--- src/i2cm_pkg.sv ---
`default_nettype none
package i2cm_pkg;

  localparam int unsigned CfgW      = 8;
  localparam int unsigned TdataInW  = 16;
  localparam int unsigned TdataOutW = 16;
  localparam int unsigned TuserInW  = 3;
  localparam logic [CfgW-1:0] HALF_PERIOD_RST = 8'd20;

  typedef enum logic [2:0] {
    OP_NONE     = 3'd0,
    OP_START    = 3'd1,
    OP_STOP     = 3'd2,
    OP_WRITE    = 3'd3,
    OP_WAIT_ACK = 3'd4,
    OP_READ     = 3'd5
  } op_t;

  // one tick of input
  typedef struct packed {
    logic       sda_in;
    logic       ack_to_send;
    logic [7:0] write_data;
    logic [2:0] operation;
  } item_t;

  // one tick of result, scl_level in bit 0
  typedef struct packed {
    logic       ack_received;
    logic [7:0] read_data;
    logic       done_res;
    logic       busy_res;
    logic       sda_drive;
    logic       sda_level;
    logic       scl_level;
  } res_t;

  localparam int unsigned ResW = $bits(res_t);

endpackage
`default_nettype wire

--- src/i2c_bit_level_master.sv ---
`default_nettype none
// channel   direction  payload
// in_       slave      tuser: operation; tdata: write_data, ack_to_send, sda_in
// out_      master     tdata: line levels, busy, done, read_data, ack_received
// cfg_      slave      data: half_period
// one item per cycle sustained while out_tready is high; an input passes the
// input register, then the result register loaded by the sequencer step
// a full result register with out_tready low stops the sequencer and fills the
// input register, after which in_tready drops
// rst_n is synchronous: lines return to scl high, sda high and driven
// cfg_ready is always high; half_period resets to 20
module i2c_bit_level_master (
  input  wire logic                           clk,
  input  wire logic                           rst_n,
  input  wire logic                           in_tvalid,
  output logic                                in_tready,
  // [7:0] write_data, [8] ack_to_send, [9] sda_in, [15:10] zero
  input  wire logic [i2cm_pkg::TdataInW-1:0]  in_tdata,
  // [2:0] operation
  input  wire logic [i2cm_pkg::TuserInW-1:0]  in_tuser,
  output logic                                out_tvalid,
  input  wire logic                           out_tready,
  // [0] scl_level, [1] sda_level, [2] sda_drive, [3] busy_res, [4] done_res,
  // [12:5] read_data, [13] ack_received, [15:14] zero
  output logic [i2cm_pkg::TdataOutW-1:0]      out_tdata,
  input  wire logic                           cfg_valid,
  output logic                                cfg_ready,
  input  wire logic [i2cm_pkg::CfgW-1:0]      cfg_data
);

  logic [i2cm_pkg::CfgW-1:0] hp_r;
  i2cm_pkg::item_t           item_in, item_s1;
  i2cm_pkg::res_t            res_comb, res_out;
  logic                      s1_valid, s1_adv, in_acc;

  always_ff @(posedge clk) begin
    if (!rst_n) begin
      hp_r <= i2cm_pkg::HALF_PERIOD_RST;
    end else if (cfg_valid && cfg_ready) begin
      hp_r <= cfg_data;
    end
  end

  assign cfg_ready = 1'b1;

  always_comb begin
    item_in.operation   = in_tuser[2:0];
    item_in.write_data  = in_tdata[7:0];
    item_in.ack_to_send = in_tdata[8];
    item_in.sda_in      = in_tdata[9];
  end

  assign s1_adv    = s1_valid && (!out_tvalid || out_tready);
  assign in_tready = !s1_valid || s1_adv;
  assign in_acc    = in_tvalid && in_tready;

  i2cm_in_reg u_in (
    .clk      (clk),
    .rst_n    (rst_n),
    .load     (in_acc),
    .adv      (s1_adv),
    .item_in  (item_in),
    .valid    (s1_valid),
    .item_out (item_s1)
  );

  i2cm_seq u_seq (
    .clk         (clk),
    .rst_n       (rst_n),
    .step        (s1_adv),
    .item        (item_s1),
    .half_period (hp_r),
    .res         (res_comb)
  );

  i2cm_out_reg u_out (
    .clk     (clk),
    .rst_n   (rst_n),
    .load    (s1_adv),
    .taken   (out_tready),
    .res_in  (res_comb),
    .valid   (out_tvalid),
    .res_out (res_out)
  );

  assign out_tdata = {{(i2cm_pkg::TdataOutW - i2cm_pkg::ResW){1'b0}}, res_out};

  // a finishing tick leaves the sequencer idle
  a_done_idle: assert property (@(posedge clk) disable iff (!rst_n)
    out_tvalid && res_out.done_res |-> !res_out.busy_res)
    else $error("done reported while still busy");

  // every sequencer step lands in the result register
  a_step_lands: assert property (@(posedge clk) disable iff (!rst_n)
    s1_adv |=> out_tvalid)
    else $error("sequencer step lost its result");

  // an input item never overwrites one still waiting
  a_no_overrun: assert property (@(posedge clk) disable iff (!rst_n)
    s1_valid && !s1_adv |-> !in_tready)
    else $error("input register overrun");

endmodule
`default_nettype wire

--- src/i2cm_in_reg.sv ---
`default_nettype none
module i2cm_in_reg (
  input  wire logic            clk,
  input  wire logic            rst_n,
  input  wire logic            load,
  input  wire logic            adv,
  input  wire i2cm_pkg::item_t item_in,
  output logic                 valid,
  output i2cm_pkg::item_t      item_out
);

  logic            valid_r, valid_nxt;
  i2cm_pkg::item_t item_r;

  always_comb begin
    valid_nxt = valid_r;
    if (load) begin
      valid_nxt = 1'b1;
    end else if (adv) begin
      valid_nxt = 1'b0;
    end
  end

  always_ff @(posedge clk) begin
    if (!rst_n) begin
      valid_r <= 1'b0;
    end else begin
      valid_r <= valid_nxt;
    end
  end

  always_ff @(posedge clk) begin
    if (load) begin
      item_r <= item_in;
    end
  end

  assign valid    = valid_r;
  assign item_out = item_r;

endmodule
`default_nettype wire

--- src/i2cm_seq.sv ---
`default_nettype none
module i2cm_seq (
  input  wire logic                      clk,
  input  wire logic                      rst_n,
  input  wire logic                      step,
  input  wire i2cm_pkg::item_t           item,
  input  wire logic [i2cm_pkg::CfgW-1:0] half_period,
  output i2cm_pkg::res_t                 res
);

  typedef struct packed {
    logic scl;
    logic sda;
    logic drv;
  } lines_t;

  i2cm_pkg::op_t cmd_r, cmd_nxt;
  logic          ph_r, ph_nxt;
  logic [3:0]    bc_r, bc_nxt;
  logic [7:0]    dly_r, dly_nxt;
  logic [7:0]    sh_r, sh_nxt;
  lines_t        ln_r, ln_nxt;
  logic          ackf_r, ackf_nxt;
  logic          ackc_r, ackc_nxt;
  logic [7:0]    rd_r, rd_nxt;
  logic          done;
  logic [7:0]    dly_load;

  function automatic lines_t seg_lines(input i2cm_pkg::op_t cmd, input logic ph,
                                       input logic [3:0] bc, input logic [7:0] sh,
                                       input logic ackc, input lines_t cur);
    lines_t l;
    l = cur;
    case (cmd)
      i2cm_pkg::OP_START: begin
        l.drv = 1'b1; l.scl = 1'b1; l.sda = !ph;
      end
      i2cm_pkg::OP_STOP: begin
        l.drv = 1'b1; l.scl = 1'b1; l.sda = ph;
      end
      i2cm_pkg::OP_WRITE: begin
        l.drv = 1'b1; l.scl = ph; l.sda = sh[7];
      end
      i2cm_pkg::OP_WAIT_ACK: begin
        l.drv = 1'b0; l.scl = !ph;
      end
      i2cm_pkg::OP_READ: begin
        if (bc < 4'd8) begin
          l.drv = 1'b0;
        end else begin
          l.drv = 1'b1;
          l.sda = !ackc;
        end
        l.scl = ph;
      end
      default: ;
    endcase
    return l;
  endfunction

  function automatic logic [3:0] bits_of(input i2cm_pkg::op_t cmd);
    logic [3:0] n;
    case (cmd)
      i2cm_pkg::OP_WRITE: n = 4'd8;
      i2cm_pkg::OP_READ:  n = 4'd9;
      default:            n = 4'd1;
    endcase
    return n;
  endfunction

  // a half period of zero behaves as one
  assign dly_load = (half_period == '0) ? 8'd0 : half_period - 8'd1;

  always_comb begin
    cmd_nxt  = cmd_r;
    ph_nxt   = ph_r;
    bc_nxt   = bc_r;
    dly_nxt  = dly_r;
    sh_nxt   = sh_r;
    ln_nxt   = ln_r;
    ackf_nxt = ackf_r;
    ackc_nxt = ackc_r;
    rd_nxt   = rd_r;
    done     = 1'b0;
    if (cmd_r == i2cm_pkg::OP_NONE) begin
      if (item.operation inside {[i2cm_pkg::OP_START:i2cm_pkg::OP_READ]}) begin
        cmd_nxt = i2cm_pkg::op_t'(item.operation);
        ph_nxt  = 1'b0;
        bc_nxt  = 4'd0;
        if (cmd_nxt == i2cm_pkg::OP_WRITE) begin
          sh_nxt = item.write_data;
        end
        if (cmd_nxt == i2cm_pkg::OP_READ) begin
          sh_nxt   = 8'd0;
          ackc_nxt = item.ack_to_send;
        end
        ln_nxt  = seg_lines(cmd_nxt, 1'b0, 4'd0, sh_nxt, ackc_nxt, ln_r);
        dly_nxt = dly_load;
      end
    end else if (dly_r != 8'd0) begin
      dly_nxt = dly_r - 8'd1;
    end else begin
      if (cmd_r == i2cm_pkg::OP_WAIT_ACK && !ph_r) begin
        ackf_nxt = item.sda_in;
      end
      if (!ph_r) begin
        ph_nxt = 1'b1;
      end else begin
        ph_nxt = 1'b0;
        if (cmd_r == i2cm_pkg::OP_WRITE) begin
          sh_nxt = {sh_r[6:0], 1'b0};
        end
        bc_nxt = bc_r + 4'd1;
      end
      if (bc_nxt >= bits_of(cmd_r)) begin
        if (cmd_r == i2cm_pkg::OP_START || cmd_r == i2cm_pkg::OP_WRITE) begin
          ln_nxt.scl = 1'b0;
        end
        if (cmd_r == i2cm_pkg::OP_READ) begin
          ln_nxt.scl = 1'b0;
          rd_nxt     = sh_nxt;
        end
        cmd_nxt = i2cm_pkg::OP_NONE;
        ph_nxt  = 1'b0;
        bc_nxt  = 4'd0;
        done    = 1'b1;
      end else begin
        ln_nxt = seg_lines(cmd_r, ph_nxt, bc_nxt, sh_nxt, ackc_r, ln_r);
        // data bit sampled as scl goes high
        if (cmd_r == i2cm_pkg::OP_READ && ph_nxt && bc_nxt < 4'd8) begin
          sh_nxt = {sh_nxt[6:0], item.sda_in};
        end
        dly_nxt = dly_load;
      end
    end
  end

  always_ff @(posedge clk) begin
    if (!rst_n) begin
      cmd_r  <= i2cm_pkg::OP_NONE;
      ph_r   <= 1'b0;
      bc_r   <= 4'd0;
      dly_r  <= 8'd0;
      sh_r   <= 8'd0;
      ln_r   <= '{scl: 1'b1, sda: 1'b1, drv: 1'b1};
      ackf_r <= 1'b0;
      ackc_r <= 1'b0;
      rd_r   <= 8'd0;
    end else if (step) begin
      cmd_r  <= cmd_nxt;
      ph_r   <= ph_nxt;
      bc_r   <= bc_nxt;
      dly_r  <= dly_nxt;
      sh_r   <= sh_nxt;
      ln_r   <= ln_nxt;
      ackf_r <= ackf_nxt;
      ackc_r <= ackc_nxt;
      rd_r   <= rd_nxt;
    end
  end

  always_comb begin
    res.scl_level    = ln_nxt.scl;
    res.sda_level    = ln_nxt.sda;
    res.sda_drive    = ln_nxt.drv;
    res.busy_res     = (cmd_nxt != i2cm_pkg::OP_NONE);
    res.done_res     = done;
    res.read_data    = rd_nxt;
    res.ack_received = ackf_nxt;
  end

endmodule
`default_nettype wire

--- src/i2cm_out_reg.sv ---
`default_nettype none
module i2cm_out_reg (
  input  wire logic           clk,
  input  wire logic           rst_n,
  input  wire logic           load,
  input  wire logic           taken,
  input  wire i2cm_pkg::res_t res_in,
  output logic                valid,
  output i2cm_pkg::res_t      res_out
);

  logic           valid_r, valid_nxt;
  i2cm_pkg::res_t res_r;

  always_comb begin
    valid_nxt = valid_r;
    if (load) begin
      valid_nxt = 1'b1;
    end else if (taken) begin
      valid_nxt = 1'b0;
    end
  end

  always_ff @(posedge clk) begin
    if (!rst_n) begin
      valid_r <= 1'b0;
    end else begin
      valid_r <= valid_nxt;
    end
  end

  always_ff @(posedge clk) begin
    if (load) begin
      res_r <= res_in;
    end
  end

  assign valid   = valid_r;
  assign res_out = res_r;

endmodule
`default_nettype wire
--- config.mk ---
export PLATFORM = sky130hd
export DESIGN_NAME = i2c_bit_level_master
export DESIGN_NICKNAME = d
export VERILOG_FILES = /design/src/i2cm_pkg.sv /design/src/i2c_bit_level_master.sv /design/src/i2cm_in_reg.sv /design/src/i2cm_seq.sv /design/src/i2cm_out_reg.sv
export SDC_FILE = /design/constraint.sdc
export NUM_CORES = 1
export LEC_CHECK = 0
export BUFFER_PORTS_ARGS = -buffer_cell sky130_fd_sc_hd__buf_2
export CELL_PAD_IN_SITES_DETAIL_PLACEMENT = 2
export CELL_PAD_IN_SITES_GLOBAL_PLACEMENT = 2
export CORE_UTILIZATION = 35
export CTS_BUF_LIST = sky130_fd_sc_hd__clkbuf_8 sky130_fd_sc_hd__clkbuf_16
export DETAILED_ROUTE_END_ITERATION = 8
export GPL_TIMING_DRIVEN = 0
export PLACE_DENSITY = 0.8
export RECOVER_POWER = 50
export SLEW_MARGIN = 15
export SYNTH_ARGS = -nofsm -noshare
export SYNTH_HDL_FRONTEND = slang
export SYNTH_SLANG_ARGS = --single-unit
--- constraint.sdc ---
create_clock -name clk -period 5.1 [get_ports clk]
set_input_delay 1.02 -clock clk [delete_from_list [all_inputs] [get_ports clk]]
set_output_delay 1.02 -clock clk [all_outputs]
set_load 0.02 [all_outputs]
# Word-level counts from Yosys, hierarchy flattened

Index checks and enable logic that the tools add are counted.

Bits in registers: 74
Bits of input ports: 32

$add $sub $neg: 3
Magnitude comparators: 4
Eq/ne operators: 14
Multiplexer cells: 62
Reduce and logical (&&, ||, !) cells: 32

Operators by type and width:

| kind                  | count |
|---|---|
| $mux W8               | 18 |
| $mux W4               | 9 |
| $mux W3               | 7 |
| $mux W1               | 20 |
| $sub A8 B1 Y8 const B | 2 |
| $eq A3 B2 Y1 const B  | 4 |
| $eq A3 B3 Y1 const B  | 4 |
| $reduce_or A2 Y1      | 5 |
| $pmux W1 S3           | 3 |
| $reduce_or A3 Y1      | 3 |
| $logic_not A8 Y1      | 1 |
| $pmux W4 S2           | 1 |
| $reduce_and A4 Y1     | 2 |
| $reduce_bool A8 Y1    | 1 |
| $eq A3 B1 Y1 const B  | 2 |
| $logic_and A1 B1 Y1   | 6 |
| $reduce_and A3 Y1     | 2 |
| $logic_not A1 Y1      | 5 |
| $add A4 B1 Y4 const B | 1 |
| $ge A4 B4 Y1          | 1 |
| $lt A4 B4 Y1 const B  | 1 |
| $pmux W1 S2           | 2 |
| $pmux W1 S4           | 1 |
| $reduce_bool A2 Y1    | 2 |
| other kinds (10)      | 12 |

# Depth between registers and ports, before layout

Gate-level depths: netlist of the first run.

Word-level depth: 10
Depth in mapped cells: 13
Depth with buffers taken out: 10

# Hierarchy

A second synthesis of the first run with hierarchy kept.

Cell total of the unflattened synthesis: 391
Area, all modules: 3977.6 µm²

Modules (own cells, without submodules):

| module               | times used | cells an instance | area an instance (µm²) | seq. area each (µm²) |
|---|---|---|---|---|
| i2cm_seq             | 1          | 324               | 2732.6                 | 740.7 |
| i2cm_out_reg         | 1          | 17                | 461.7                  | 440.4 |
| i2cm_in_reg          | 1          | 16                | 431.7                  | 410.4 |
| i2c_bit_level_master | 1          | 34                | 351.6                  | 160.2 |

# Worst setup path after synthesis of the first run

No wires, ideal clock.

Path kind: input -> register
Start point: in out_tready
End point: reg u_seq.dly_r[6]
Setup time: 119 ps
Data arrival time: 2763 ps
Required time: 4981 ps
Path slack: 2218 ps
Stages on the path: 7
Buffers on the path: 1
Path through: nor2b_1 > nand2b_1 > clkbuf_1 > clkinv_1 > o221ai_1 > a21oi_1 > o221a_2

Cells in the longest elaborated chain, start to end: 3

RTL lines:

| element                     | RTL line                   | RTL |
|---|---|---|
| start: declaration          | i2c_bit_level_master.sv:22 | `input wire logic out_tready,` |
| $logic_or A1 B1 Y1          | i2c_bit_level_master.sv:53 | `assign s1_adv = s1_valid && (!out_tvalid \|\| out_tready);` |
| $logic_and A1 B1 Y1         | i2c_bit_level_master.sv:53 |  |
| via s1_adv                  | i2c_bit_level_master.sv:34 | `logic s1_valid, s1_adv, in_acc;` |
| $reduce_and A3 Y1 (no line) | n/a                        |  |
| end signal: assignment      | i2cm_seq.sv:153            | `dly_r <= dly_nxt;` |
| end: declaration            | i2cm_seq.sv:20             | `logic [7:0] dly_r, dly_nxt;` |

The timed path passes the listed nets, and every way through them passes these cells.
A chain may end at the register's enable or synchronous reset.

==> summary.txt, run 1 <==
Yosys
  • Most frequent cell after synthesis: nand2_1
  • Async SR Flop Fraction: 0%
  • Post-Synth Adder-Cell Area: 1.59%
  • Prevailing post-synth register cell: dfxtp_1
  • Yosys cell types: 63
  • Largest cells by area after synthesis: dfxtp_1 24%, edfxtp_1 21%, mux2i_1 5.1%
  • Cells after synthesis: 417
  • Seq/Total Area, Yosys: 44.6%
  • Combinational family with the most area after synthesis: compound AO/OA/AOI/OAI gates
  • YS warnings: 0
  • Synth cell count leaders: 51 x nand2_1, 47 x dfxtp_1, 37 x o21ai_0
  • Synth Register Bits: 74
  • Post-synth EDFFs: 27
  • Mean post-synth cell area: 9.41 sq um
  • Multiplexer area fraction after synthesis: 7.40%
  • Xor-xnor portion of the synthesized cell area: 1.12%
  • Area leader, netlist: dfxtp_1
  • Compound-Gate Fraction of Synth Area: 22.5%
  • Synthesized area: 0.00392 sq mm
  • Yosys top cell area share: 24.0%
  • Simple-gate share of the synthesized area: 17.8%

Placed design
  • Detailed Place HPWL: 8.93 mm
  • Routability cong.: 0.822
  • Placed Instances: 597
  • Worst slack at placement: 1160 ps
  • # port buffers: 39

Pwr
  • Sw power: 0.398 mW
  • PD cells: 309 mW/mm^2
  • Total Power: 1.39 mW
  • P_leak: 1.76 nW
  • Design internal power: 0.989 mW
  • Sequential Power Share: 47.6%
  • Clock power share: 37.1%
  • Gate power share: 15.3%
  • VDD IR max: 0.149 mV
  • Switching share of power: 28.7%

Timing
  • Setup ws final: 1170 ps
  • Sum Neg Setup Slack: 0 ps
  • Worst slew margin: 30.0%
  • Max-slew violation count: 0
  • Setup violations, final: 0
  • Post-layout min period: 3930 ps
  • Clock skew: 15.3 ps
  • Crit share post-route: 77.0%
  • RSZ-0062 raised after global routing: no
  • Max Clk Rate: 255 MHz
  • Tightest Pin Transition: 1040 ps
  • Final hold vios: 0

Setup path
  • FF-to-FF setup slack: 1170 ps
  • Critical Path AT: 4000 ps
  • CP Max Fanout: 10
  • Crit start category: register
  • CP endpoint kind: register
  • WS Path Type: reg -> reg
  • Crit path to: u_out.res_out[10]
  • Crit path launch: u_seq.ph_r
  • Req. time, crit path: 5170 ps
  • Worst r2r dst: u_out.res_out[10]
  • Reg-to-Reg Start: u_seq.ph_r
  • Reg2reg path depth: 12

Clock tree
  • CTS H-tree depth: 3
  • CTS tree: built
  • Post-CTS setup buffer count: 0
  • Maximum root-to-sink buffer count: 2
  • TritonCTS Buffers: 9
  • CTS root buffer: clkbuf_8
  • CTS resizes: 0
  • Hold buffers post-CTS: 0
  • Clk pin slew, worst setup/hold paths: 80 ps
  • CTS sink count: 74
  • Worst skew pair latency: 360 ps

Global route
  • First-pass GRT wire length: 19.5 mm
  • GRT overflow: 0
  • Largest net degree at the start of global routing: 22
  • Vias in the first global route: 3,683
  • All-Layer GR Usage: 22.2%
  • Antenna violations before repair: 0

Routing
  • Post-route DRC: 0
  • Antenna Nets Post-Route: 0
  • Drt wl/cell: 19.7 um
  • Initial DRC count: 160
  • Drt total wl: 12.1 mm
  • Post-detailed-route via-to-cell ratio: 5.60
  • Via count: 3,433
  • Pre-antenna DRT Iters: 4

Final layout
  • Antenna Cells: 0
  • Layout Cells excl Fill: 613
  • Fillers: 1,220
  • Share of cells above drive strength 1: 15.4%
  • Layout area overhead: 14.2%
  • Layout net count: 505
  • Reg area: 0.00175 sq mm
  • Multi-input gate area: 0.00198 sq mm

Floorplanning
  • Die area: 0.0116 sq mm
  • Starting density of the core: 36.0%
  • Core Footprint: 0.0109 sq mm
  • I/O pin count: 51
  • Cell Rows: 38
  • Die W: 108 um
  • Die span in y: 108 um

Worst hold path
  • Hold wc startpoint: u_seq.rd_r[3]
  • Worst min-delay path class: reg -> reg

Status
  • Status: completed

Job
  • Max_cap viols: 0
[per-layer routing]
metal | vias to the layer above | wire [um] | track usage [%] | share of wire, %
met3 | 14 | 570 | 4.90 | 4.7
met1 | 1716 | 5180 | 26.7 | 43
met2 | 74 | 6190 | 39.8 | 51
met4 | 0 | 149 | 5.48 | 1.2
li1 | 1629 | - | - | -
met5 | - | 0 | 0 | 0
[kinds of logic after synthesis]
| logic type | count (synthesis) |
|---|---|
| compound gates | 126 |
| flops | 74 |
| simple gates | 136 |
| buf+inv | 41 |
| xor+xnor | 5 |
| mux | 28 |
| fa+ha+maj | 5 |
| other cells | 2 |
[state kept, by name (all words and copies together) (netlist names)]
| name | flops |
|---|---|
| u_in.item_out | 13 |
| u_seq.dly_r | 8 |
| u_seq.ackc_r | 1 |
| u_seq.rd_r | 8 |
| u_out.valid | 1 |
| u_seq.sh_r | 8 |
| u_seq.ph_r | 1 |
| hp_r | 8 |
| u_in.valid | 1 |
| u_seq.ln_r | 3 |
| u_seq.bc_r | 4 |
| u_seq.ackf_r | 1 |
| u_seq.cmd_r | 3 |
| u_out.res_out | 14 |
[power by group through the flow]
stage | clock network [mW] | logic (mW) | registers (mW)
finish | 0.514 | 0.212 | 0.660
global route | 0.553 | 0.233 | 0.664
CTS | 0.528 | 0.216 | 0.661
detailed placement | 0 | 0.214 | 0.674
global placement | 0 | 0.205 | 0.672
floorplan | 0 | 0.139 | 0.674
[area by class of cell]
class	count	area share, %
multi-input cells	303	44.2
flip-flops and latches	74	39.1
repair buffers	39	3.91
well taps	140	3.91
plain buffers	30	3.10
clock buffers	9	2.76
clock inverters	7	2.09
inverters	11	0.922
[worst max-delay path, cell delays in order, from the launching register on]
cell and delay [ps]:
dfxtp_1 320, clkbuf_1 390, nand4_1 210, xor2_1 430, inv_1 100, ha_1 270
nor3b_1 270, nand4_1 210, o21ai_0 340, or3_1 210, clkbuf_1 290, clkbuf_1 400
o21ai_0 210
[through the flow]
step	utilization (%)	instance area [sq um]	hold WS (ps)
global route	41.2	4480	532
finish	41.2	4480	507
floorplan	-	3930	440
global placement	39.5	4300	451
CTS	41.5	4520	513
detailed placement	39.5	4300	476
[placed cells by master (no fill, tap or decap), types with 4 or more instances in the layout]
cell type and count:
nor4_1 6, o22ai_1 4, clkbuf_1 36, clkbuf_8 9, dfxtp_1 47, mux2_2 7
a22oi_1 6, nand3_1 10, nor2_1 18, nand2_1 51, and2_1 5, a21oi_1 17
a21boi_0 11, mux2i_1 20, nor2b_1 13, o21ai_0 38, o221ai_1 5, inv_1 11
xnor2_1 4, edfxtp_1 27, nand2b_1 6, o211a_1 9, ha_1 5, buf_2 29
o21ai_2 4, and3_1 4
[worst min-delay path by stage]
stage,cells past startpoint,end
3_3_place_gp,2,u_seq.ackf_r
2_1_floorplan,2,u_seq.ackf_r
5_1_grt,1,u_seq.rd_r[3]
3_5_place_dp,2,u_seq.ackf_r
4_1_cts,1,u_seq.rd_r[3]
6_report,1,u_seq.rd_r[3]
Note: power is estimated with default switching activity, not from simulation.
==> inputs of run 2 (changes only) <==
--- a/config.mk
+++ b/config.mk
@@ -8,11 +8,11 @@
 export BUFFER_PORTS_ARGS = -buffer_cell sky130_fd_sc_hd__buf_2
 export CELL_PAD_IN_SITES_DETAIL_PLACEMENT = 2
 export CELL_PAD_IN_SITES_GLOBAL_PLACEMENT = 2
-export CORE_UTILIZATION = 35
+export CORE_UTILIZATION = 33
 export CTS_BUF_LIST = sky130_fd_sc_hd__clkbuf_8 sky130_fd_sc_hd__clkbuf_16
 export DETAILED_ROUTE_END_ITERATION = 8
 export GPL_TIMING_DRIVEN = 0
-export PLACE_DENSITY = 0.8
+export PLACE_DENSITY = 0.79
 export RECOVER_POWER = 50
 export SLEW_MARGIN = 15
 export SYNTH_ARGS = -nofsm -noshare
==> constraint.sdc (replaced) <==
create_clock -name clk -period 3.19 [get_ports clk]
set_input_delay 0.638 -clock clk [delete_from_list [all_inputs] [get_ports clk]]
set_output_delay 0.638 -clock clk [all_outputs]
set_load 0.02 [all_outputs]
==> run 2 against run 1 <==
The flow now finishes with violations (design-rule violations). Critical path depth did not move. Design area rose by 4.6%. Register-to-register slack got worse by 1000 ps. Total power rose by 79%. Via count rose by 0.20%. Global-route usage fell by 1.1 points. Non-clock buffer count rose by 5. Routed wire length rose by 1.7%. Final cell count rose by 1.3%. Worst hold slack got worse by 47 ps. Core utilization fell by 0.47 points. Highest routed layer unchanged.
==> summary.txt, run 2 (synthesized netlist as in run 1, its figures left out) <==
Status
  • Status: complete, but fails checks
  • Violated checks: design-rule violations

Routing
  • Via count: 3,440 (+0.20%)
  • Pre-antenna DRT Iters: 6 (+2)
  • Drt total wl: 12.3 mm (+1.7%)
  • Post-route DRC: 6 (+6)
  • Drt wl/cell: 19.8 um (+0.35%)
  • Antenna Nets Post-Route: 0 (unchanged)
  • Initial DRC count: 126 (-21%)
  • Post-detailed-route via-to-cell ratio: 5.54 (-1.1%)

Floorplanning
  • Die W: 111 um (+2.9%)
  • I/O pin count: 51 (unchanged)
  • Core Footprint: 0.0115 sq mm (+5.8%)
  • Cell Rows: 39 (+2.6%)
  • Die area: 0.0123 sq mm (+5.9%)
  • Starting density of the core: 34.1% (-2.0 points)
  • Die span in y: 111 um (+2.9%)

Setup path
  • Reg2reg path depth: 12 (unchanged)
  • Crit-path slowest cell: nor4_2
  • Worst path most repeated cell: nand4_1
  • FF-to-FF setup slack: 130 ps (-1040 ps)
  • CP peak stage delay: 740 ps (+310 ps)
  • CP endpoint kind: register
  • CP Max Fanout: 10 (unchanged)
  • Reg-to-Reg Start: u_seq.ph_r
  • Worst r2r dst: u_seq.rd_r[3]
  • Crit start category: register
  • Crit-path cells: buf_6 -> nand4_1 -> xor2_2 -> inv_1 -> ha_1 -> nor3b_2 -> nand4_1 -> o21ai_2 -> nor4_2 -> buf_2 -> nand2_1 -> o211a_1
  • Req. time, crit path: 3440 ps (-1730 ps)
  • WS Path Type: reg -> reg
  • Critical Path AT: 3310 ps (-690 ps)

Timing
  • Worst slew margin: 36.8% (+6.8 points)
  • Final hold vios: 0 (unchanged)
  • Post-layout min period: 3060 ps (-869 ps)
  • Crit share post-route: 95.9% (+19 points)
  • Tightest Pin Transition: 943 ps (-97.5 ps)
  • Setup ws final: 130 ps (-1040 ps)
  • Hold Worst Slack: 460 ps (-47.0 ps)
  • Clock skew: 9.03 ps (-6.27 ps)
  • Sum Neg Setup Slack: 0 ps (unchanged)
  • Setup violations, final: 0 (unchanged)
  • RSZ-0062 raised after global routing: no
  • Max-slew violation count: 0 (unchanged)
  • Max Clk Rate: 327 MHz (+28%)

Clock tree
  • Clk pin slew, worst setup/hold paths: 60 ps (-20 ps)
  • Hold buffers post-CTS: 0 (unchanged)
  • CTS H-tree depth: 3 (unchanged)
  • CTS tree: built
  • CTS sink count: 74 (unchanged)
  • Maximum root-to-sink buffer count: 2 (unchanged)
  • Worst skew pair latency: 350 ps (about the same)
  • TritonCTS Buffers: 9 (unchanged)
  • CTS root buffer: clkbuf_16

Job
  • Max_cap viols: 0 (unchanged)

Global route
  • Vias in the first global route: 3,722 (+1.1%)
  • Largest net degree at the start of global routing: 22 (unchanged)
  • GRT overflow: 0 (unchanged)
  • First-pass GRT wire length: 19.7 mm (+1.3%)
  • Antenna violations before repair: 0 (unchanged)
  • All-Layer GR Usage: 21.1% (-1.1 points)

Placed design
  • Detailed Place HPWL: 8.67 mm (-2.9%)
  • Placed Instances: 600 (+0.50%)
  • Dpl cell area: 0.00430 sq mm (about the same)
  • Worst slack at placement: -447 ps (-1610 ps)
  • Routability cong.: 0.861 (+4.8%)
  • # port buffers: 39 (unchanged)

Final layout
  • Layout area overhead: 19.4%
  • Layout net count: 510 (+0.99%)
  • Final Instance Area: 0.00468 sq mm (+4.6%)
  • Most common cell after layout, fill and taps aside: nand2_1
  • Fillers: 1,278 (+4.8%)
  • Max reg flops: 14 (unchanged)
  • Most frequent cells in the layout: 50 x nand2_1, 47 x dfxtp_1, 37 x o21ai_0
  • Antenna Cells: 0 (unchanged)
  • Layout Cells excl Fill: 621 (+1.3%)
  • Util after Layout: 40.7% (-0.47 points)
  • Share of cells above drive strength 1: 19.5% (+4.0 points)

Pwr
  • PD cells: 530 mW/mm^2 (+71%)
  • VDD IR max: 0.407 mV (+170%)
  • P_leak: 1.85 nW (+5.6%)
  • Total Power: 2.48 mW (+79%)

Worst hold path
  • Hold wc startpoint: in_tdata[1]
  • Hold Path End: u_in.item_out[4]
  • Hold Path Stages: 1 (unchanged)
  • Worst min-delay path class: in -> reg
==> run 2: cell types whose count changed in the layout (fill, tap and decap cells not counted), moves of 3 or more <==
cell       before  now
buf_4           3    9
clkbuf_8        9    0
clkbuf_2        0    3
clkbuf_1       36   29
clkbuf_16       0    9
==> run 2: per-layer routing <==
| layer | vias to the layer above | routed length, um | track usage (%) |
|---|---|---|---|
| met3 | 17 | 461 | 5.85 |
| met4 | 0 | 257 | 7.75 |
| met5 | - | 0 | 0 |
| met1 | 1723 | 5410 | 24.6 |
| met2 | 64 | 6160 | 36.7 |
| li1 | 1636 | - | - |
==> run 2: what timing repair did <==
| action | CTS | global route |
|---|---|---|
| pin swaps | 0 | 2 |
| setup buffers | 0 | 6 |
| endpoints found under the setup margin | 35 | 27 |
| gates resized for setup | 8 | 6 |
| cloned | 0 | 0 |
==> run 2: report_power, final <==
| part | leakage (nW) | total, mW | internal [mW] | switching [mW] |
|---|---|---|---|---|
| sequential | 0.644 | 1.06 | 1.02 | 0.0344 |
| combinational | 1.05 | 0.343 | 0.121 | 0.222 |
| clock | 0.158 | 1.08 | 0.678 | 0.404 |
==> run 2: layout make-up <==
| type | instances | area, sq um | area share, % |
|---|---|---|---|
| buffer | 29 | 151 | 3.23 |
| clock buffer | 9 | 225 | 4.81 |
| clock inverter | 7 | 88.8 | 1.90 |
| inverter | 11 | 42.5 | 0.908 |
| multi-input combinational | 303 | 2030 | 43.2 |
| sequential | 74 | 1750 | 37.4 |
| tap | 143 | 179 | 3.82 |
| timing repair buffer | 45 | 220 | 4.70 |
==> run 2: worst max path at each step <==
stage                        start             end  slack, ps  cells past startpoint
floorplan           u_seq.cmd_r[1]   u_seq.sh_r[5]        390                     11
global placement        out_tready  u_seq.dly_r[6]       -260                      8
detailed placement      out_tready  u_seq.dly_r[6]       -450                      8
CTS                 u_seq.cmd_r[0]   u_seq.sh_r[5]          2                     10
global route            u_seq.ph_r  u_seq.dly_r[0]          3                     12
finish                  u_seq.ph_r   u_seq.rd_r[3]        130                     12
==> run 2: worst max-delay path: cells and delay by family, from the launching register on <==
kind	cells	cell delay (ps)
buffers and inverters	3	610
AND/OR/NAND/NOR	5	1210
flip-flops	1	340
adder cells (fa/ha/maj)	1	270
XOR/XNOR	1	240
AO/OA/AOI/OAI	2	270
